===== src/design/pcpp_pkg.sv =====
`timescale 1ns / 1ps
`default_nettype none
// ----------------------------------------------------------------------------
// Pixel clock and porch planner package
// Shared widths, status codes and defaults of the planner.
// ----------------------------------------------------------------------------
package pcpp_pkg;

  localparam int unsigned RateW = 32;
  localparam int unsigned DivW  = 5;
  localparam int unsigned StatW = 3;

  localparam logic [31:0] PllARateDef   = 32'd1660000000;
  localparam logic [31:0] PllBRateDef   = 32'd1920000000;
  localparam logic [31:0] PllCRateDef   = 32'd1200000000;
  localparam int unsigned DivLimitDef   = 20;
  localparam logic [31:0] MaxPipeDef    = 32'd645000000;

  localparam logic [31:0] Scale = 32'd100;
  localparam logic [31:0] Micro = 32'd1000;

  localparam logic [StatW-1:0] StOk       = 3'd0;
  localparam logic [StatW-1:0] StNotNeed  = 3'd1;
  localparam logic [StatW-1:0] StNoDiv    = 3'd2;
  localparam logic [StatW-1:0] StRange    = 3'd3;
  localparam logic [StatW-1:0] StZeroDiv  = 3'd4;

  localparam logic [2:0] RegPanelRate = 3'd0;
  localparam logic [2:0] RegHActive   = 3'd1;
  localparam logic [2:0] RegVActive   = 3'd2;
  localparam logic [2:0] RegVBlank    = 3'd3;
  localparam logic [2:0] RegHBack     = 3'd4;
  localparam logic [2:0] RegHFront    = 3'd5;
  localparam logic [2:0] RegHSync     = 3'd6;
  localparam logic [2:0] RegPanelDiv  = 3'd7;

  typedef struct packed {
    logic [StatW-1:0] status;
    logic [31:0]      pipe_rate;
    logic [DivW-1:0]  pipe_divider;
    logic [31:0]      new_back_porch;
    logic [31:0]      new_front_porch;
    logic [31:0]      new_sync_width;
  } result_t;

  // Divider handshake between sequencer and shared divider.
  typedef struct packed {
    logic        start;
    logic [63:0] dividend;
    logic [63:0] divisor;
  } div_req_t;

  typedef struct packed {
    logic        busy;
    logic        done;
    logic [63:0] quotient;
    logic [63:0] remainder;
  } div_rsp_t;

endpackage
`default_nettype wire


===== src/design/pcpp_div.sv =====
`timescale 1ns / 1ps
`default_nettype none
// ----------------------------------------------------------------------------
// Planner shared divider
// Restoring 64-bit divider, one quotient bit per cycle.
// ----------------------------------------------------------------------------
module pcpp_div (
  input  wire logic               clk_i,
  input  wire logic               rst_ni,
  input  wire pcpp_pkg::div_req_t req_i,
  output pcpp_pkg::div_rsp_t      rsp_o
);

  logic [63:0] quo_q, quo_d;
  logic [63:0] rem_q, rem_d;
  logic [63:0] dvs_q, dvs_d;
  logic [6:0]  cnt_q, cnt_d;
  logic        busy_q, busy_d;
  logic        done_q, done_d;
  logic [64:0] trial;
  logic [64:0] shifted;

  always_comb begin
    quo_d   = quo_q;
    rem_d   = rem_q;
    dvs_d   = dvs_q;
    cnt_d   = cnt_q;
    busy_d  = busy_q;
    done_d  = 1'b0;
    shifted = {rem_q, quo_q[63]};
    trial   = shifted - {1'b0, dvs_q};
    if (req_i.start && !busy_q) begin
      quo_d  = req_i.dividend;
      rem_d  = '0;
      dvs_d  = req_i.divisor;
      cnt_d  = 7'd64;
      busy_d = 1'b1;
    end else if (busy_q) begin
      if (!trial[64]) begin
        rem_d = trial[63:0];
        quo_d = {quo_q[62:0], 1'b1};
      end else begin
        rem_d = shifted[63:0];
        quo_d = {quo_q[62:0], 1'b0};
      end
      cnt_d = cnt_q - 7'd1;
      if (cnt_q == 7'd1) begin
        busy_d = 1'b0;
        done_d = 1'b1;
      end
    end
  end

  always_ff @(posedge clk_i or negedge rst_ni) begin
    if (!rst_ni) begin
      cnt_q  <= '0;
      busy_q <= 1'b0;
      done_q <= 1'b0;
    end else begin
      cnt_q  <= cnt_d;
      busy_q <= busy_d;
      done_q <= done_d;
    end
  end

  always_ff @(posedge clk_i) begin
    quo_q <= quo_d;
    rem_q <= rem_d;
    dvs_q <= dvs_d;
  end

  assign rsp_o.busy      = busy_q;
  assign rsp_o.done      = done_q;
  assign rsp_o.quotient  = quo_q;
  assign rsp_o.remainder = rem_q;

  a_done_after_busy: assert property (@(posedge clk_i) disable iff (!rst_ni)
    done_q |-> $past(busy_q)) else $error("divider done without a run");
  a_cnt_idle: assert property (@(posedge clk_i) disable iff (!rst_ni)
    !busy_q |-> cnt_q == 7'd0) else $error("divider count left over");
  a_busy_count: assert property (@(posedge clk_i) disable iff (!rst_ni)
    busy_q |-> cnt_q != 7'd0) else $error("divider busy with empty count");

endmodule
`default_nettype wire


===== config.mk =====
export PLATFORM = sky130hd
export DESIGN_NAME = pcpp_div
export DESIGN_NICKNAME = d
export VERILOG_FILES = /design/src/design/pcpp_pkg.sv /design/src/design/pcpp_div.sv
export SDC_FILE = /design/constraint.sdc
export NUM_CORES = 1
export LEC_CHECK = 0
export BUFFER_PORTS_ARGS = -buffer_cell sky130_fd_sc_hd__buf_2
export CORE_MARGIN = 5
export CORE_UTILIZATION = 55
export DETAILED_ROUTE_END_ITERATION = 16
export PLACE_DENSITY = 0.9
export SLEW_MARGIN = 10
export SYNTH_ARGS = -nofsm -noshare
export SYNTH_HDL_FRONTEND = slang
export SYNTH_SLANG_ARGS = --single-unit
export TNS_END_PERCENT = 30

===== constraint.sdc =====
create_clock -name clk_i -period 6.05 [get_ports clk_i]
set_input_delay 1.21 -clock clk_i [delete_from_list [all_inputs] [get_ports clk_i]]
set_output_delay 1.21 -clock clk_i [all_outputs]
set_load 0.03 [all_outputs]

# Yosys cells after proc, flatten, opt, wreduce, memory -nomap -nowiden
# Index checks and enable logic that the tools add are counted.
# totals
ff_bits,201
latch_bits,0
ram_bits,0
mem_bits_ro,0
inputBits,131
out_inout_bits,130
word_cells,24
n_memories,0
# classes
add_sub_neg,2
multipliers,0
n_div,0
order_cmp,0
n_eq_ne,1
shifts,0
mux,12
bitwise_logic,0
reduce_logical,3
# op_table
operator,count
64-bit two-way mux,3
65-bit by 64-bit subtractor with 65-bit output,1
7-bit two-way mux,2
7-bit by 1-bit equality test with 1-bit output (second input constant),1
1-bit two-way mux,7
7-bit by 1-bit subtractor with 7-bit output (second input constant),1
2-bit nonzero test,1
1-bit logical AND,1
1-bit logical NOT,1

# Depth between registers and ports, before layout
# logic_depth
word_depth,4
depth_mapped,14
mapped_depth_nobuf,13

# Least setup slack after synthesis
# OpenSTA, ideal clock, no wires.
# synth_timing
path_kind,input port to flip-flop
from,in req_i[128] (netlist name)
to,reg dvs_q[0] (enable)
t_arrival_ps,3319
t_required_ps,5596
path_slack_ps,2278
stages,3
n_path_buf,1
path_cell_list,nand2_1 inv_1 clkbuf_1
# synth_via
elab_chain_len,1
# synth_rtl
item,line,rtl
start: declaration,pcpp_div.sv:10,"input wire pcpp_pkg::div_req_t req_i,"
1-bit logical AND,pcpp_div.sv:32,if (req_i.start && !busy_q) begin
end signal: assignment,pcpp_div.sv:69,dvs_q <= dvs_d;
end: declaration,pcpp_div.sv:16,"logic [63:0] dvs_q, dvs_d;"
# Every way passes these cells.
# A chain may end at the register's enable or synchronous reset.

# Worst setup path after layout
# layout_timing
from,reg quo_q[63]
to,reg rem_q[56]
# layout_via
elab_chain_len,2
# layout_rtl
item,line,rtl
start: declaration,pcpp_div.sv:14,"logic [63:0] quo_q, quo_d;"
start signal: assignment,pcpp_div.sv:67,quo_q <= quo_d;
65-bit by 64-bit subtractor with 65-bit output,pcpp_div.sv:31,"trial = shifted - {1'b0, dvs_q};"
64-bit two-way mux,pcpp_div.sv:39,if (!trial[64]) begin
end signal: assignment,pcpp_div.sv:68,rem_q <= rem_d;
end: declaration,pcpp_div.sv:15,"logic [63:0] rem_q, rem_d;"
# Every way passes these cells.

==> flow_metrics.py <==
metrics = {
    "placed_design": {
        "dp_hpwl_um": 25100,
        "io_buffer_count": 260,
        "gp_congestion": 0.974,
    },
    "pwr": {
        "leakagePower_nw": 6.43,
        "power_density_nw_per_um2": 666,
        "p_sw_mw": 4.48,
        "ir_drop_mv": 0.374,
        "swShare_pct": 48.4,
        "clkPwrFrac_pct": 14.0,
        "power.total_mw": 9.26,
        "internal_power_mw": 4.77,
        "power_frac_comb_pct": 58.5,
        "power_frac_seq_pct": 27.5,
    },
    "setup_path": {
        "endpoint_kind": "register",
        "critPathArrivalTime_ns": 4.83,
        "critical_path_class": "register to register",
        "start_kind": "register",
        "critPathMaxStageDelay_ns": 0.86,
        "crit_slowest_cell": "xnor2_4",
        "path_cells": "inv_1, ha_1, fa_1, nand2b_1, a21oi_1, o211ai_1, o211a_1, o21ai_1, a31o_2, a21oi_4, xnor2_4, nand2_1, o221ai_1",
        "worstPathMaxFanout": 28,
        "required_ns": 6.48,
    },
    "synthesis": {
        "ys_seq_area_share_pct": 45.4,
        "yosysTopAreaCell": "edfxtp_1",
        "syn_avg_cell_area_um2": 9.05,
        "postSynthCellCount": 1303,
        "syn_nets": 1501,
        "synth_compound_area_share_pct": 17.0,
        "synthSimpleGateAreaFrac_pct": 16.7,
        "ys_async_sr_fraction_pct": 4.48,
        "muxShareOfSynthArea_pct": 3.48,
        "ys_ff_latch": 201,
        "synth-edff-count": 128,
        "synth_top_area_share_pct": 32.6,
        "synth_top_family_by_area": "compound AO/OA/AOI/OAI gates",
        "synth-adder-area-share_pct": 7.17,
        "synthXorXnorAreaFrac_pct": 4.85,
        "synth_area_um2": 11800,
        "synth_warnings": 0,
        "synth_ff_type": "edfxtp_1",
        "ys_types": 71,
        "synth.area.top_cells": "edfxtp_1, dfxtp_1, nand2_1",
    },
    "clock_network": {
        "clock_sinks": 201,
        "cts_buffer_depth": 3,
        "clk_pin_slew_ns": 0.07,
        "cts_resized": 0,
        "cts_buffers": 23,
        "h-tree-depth": 1,
        "cts_tree": "built",
        "cts_setup_buffers": 0,
        "clk-insertion-delay-late_ns": 0.53,
        "cts_root_buf": "clkbuf_16",
        "ctsHoldBuffers": 0,
    },
    "timing": {
        "setup_viol": 0,
        "hold_violations": 0,
        "finalCritPeriodShare_pct": 72.8,
        "slew_viol_final": 0,
        "fin_skew_ns": 0.0128,
        "hold_ws_ns": 0.479,
        "rsz0062_at_grt": "false",
        "maxSlewHeadroom_pct": 26.9,
        "worst_pin_slew_ns": 1.10,
        "finalCriticalPeriod_ns": 4.40,
        "tns_ns": 0,
        "max_freq_ghz": 0.227,
    },
    "drt": {
        "finalWirelength_um": 34100,
        "drc": 0,
        "num_vias": 10600,
        "wl_per_cell_um": 18.7,
        "vias_per_cell": 5.80,
        "dr.first_iter.drc_count": 912,
        "detail-route-antenna-nets": 0,
        "first_pass_iters": 5,
    },
    "grt": {
        "grt_max_degree": 80,
        "track_usage_pct": 26.7,
        "grt_overflow": 0,
        "grt_pass1_vias": 10300,
        "grt_pass1_wl_um": 52900,
        "antenna_found_initial": 1,
    },
    "die": {
        "ios": 261,
        "dieWidth_um": 156,
        "num_rows": 53,
        "die_area_um2": 24500,
        "die_h_um": 156,
        "core_area_um2": 21100,
        "start_util_pct": 55.9,
    },
    "run": {
        "maxCapViolCount": 0,
    },
    "cells_and_area": {
        "syn_to_final_growth_pct": 17.9,
        "fill_cells": 1665,
        "post-route-util_pct": 65.9,
        "layout-drive-gt1-share_pct": 20.7,
        "finalNetCount": 1726,
    },
    "min_path": {
        "hp-class": "register to register",
    },
    "run_status": {
        "outcome": "completed",
    },
}
[flip-flops by register name, indices dropped and copies added, names as in the netlist]
register,flops
done_q,1
quo_q,64
cnt_q,7
rem_q,64
dvs_q,64
busy_q,1
[worst max-delay path: cells and delay by family (launching register included)]
kind / cells / cell delay (ns)
DFF: 1 / 0.36
buffers and inverters: 1 / 0.06
and+or+nand+nor: 2 / 0.77
xor gates and xnor gates: 1 / 0.86
adders and majority gates: 2 / 0.62
AOI/OAI and AO/OA: 7 / 1.61
[Yosys cell counts, types with 20 or more instances]
master and instances:
nand2_1 304, edfxtp_1 128, a21oi_1 102, inv_1 88, o21ai_0 74, ha_1 66, dfxtp_1 64, clkbuf_1 50
mux2i_1 41, nor2_1 40, xnor2_1 39, a21o_1 27, nand4_1 26, nand3_1 21, xor2_1 20
[metal layers]
layer / vias up / global-route usage (%) / part of all wire [%]
met3: 94 / 6.89 / 9.6
met5: - / 0 / 0
li1: 5032 / - / -
met2: 522 / 45.3 / 47
met4: 0 / 9.75 / 4.1
met1: 4914 / 33.0 / 39
[stage by stage]
stage	worst slack, ns	cell area, um2	cells
after floorplan	2.28	11800	1303
after global placement	2.01	13200	1778
after detailed placement	1.75	13200	1778
after CTS	1.70	13900	1820
after global routing	1.36	13900	1820
final	1.65	13900	1821
[kinds of logic after synthesis]
logic type               count (synthesis)
flip-flops                             201
buffers and inverters                  157
multiplexers                            41
AO/OA/AOI/OAI                          321
AND/OR/NAND/NOR                        455
XOR/XNOR                                61
adder cells (fa/ha/maj)                 67
[area by class of cell]
cell class              count  area (um2)  share of cell area [%]
diodes                      1        2.50                  0.0180
clock buffers              31         626                    4.50
clock inverters            11        71.3                   0.513
inverters                  89         337                    2.42
multi-input cells         945        5810                    41.8
flip-flops and latches    201        5350                    38.5
well taps                 275         344                    2.48
repair buffers            268        1360                    9.79
[power by group through the flow]
stage | sequential (mW) | clock, mW | combinational (mW)
finish | 2.55 | 1.30 | 5.41
global route | 2.61 | 1.38 | 5.86
CTS | 2.54 | 1.33 | 5.36
global placement | 2.53 | 0 | 5.17
floorplan | 3.36 | 0 | 3.16
detailed placement | 2.54 | 0 | 5.34
[cells in the final DEF (no fill, tap or decap), types with 5 or more instances in the layout]
cell type / count
xnor2_1: 39
nand2_1: 303
a21o_1: 27
a2111oi_0: 5
o21ai_1: 18
o21ai_0: 74
o21a_1: 10
clkinv_2: 5
nor2b_1: 11
o211ai_1: 5
clkbuf_16: 23
nor2_1: 39
mux2i_1: 41
ha_1: 66
dfxtp_1: 64
edfxtp_1: 128
a31oi_1: 10
a21oi_1: 102
o21bai_1: 12
nor3_1: 13
nand2b_1: 12
dfrtp_1: 9
nand4_1: 26
a32oi_1: 5
clkbuf_1: 6
buf_2: 260
buf_4: 8
o221ai_1: 9
inv_1: 86
xor2_1: 20
nand3_1: 21
[worst paths after layout]
kind / startpoint / end / slack [ns] / cells past startpoint
max: quo_q[63] / rem_q[56] / 1.65 / 13
min: rem_q[55] / rem_q[55] / 0.48 / 2
max reg2reg: quo_q[63] / rem_q[56] / 1.65 / 13
min reg2reg: rem_q[55] / rem_q[55] / 0.48 / 2
max in group asynchronous: rst_ni / done_q / 5.34 / 1
min in group asynchronous: rst_ni / cnt_q[1] / 0.52 / 1
(Power assumes the default switching activity.)
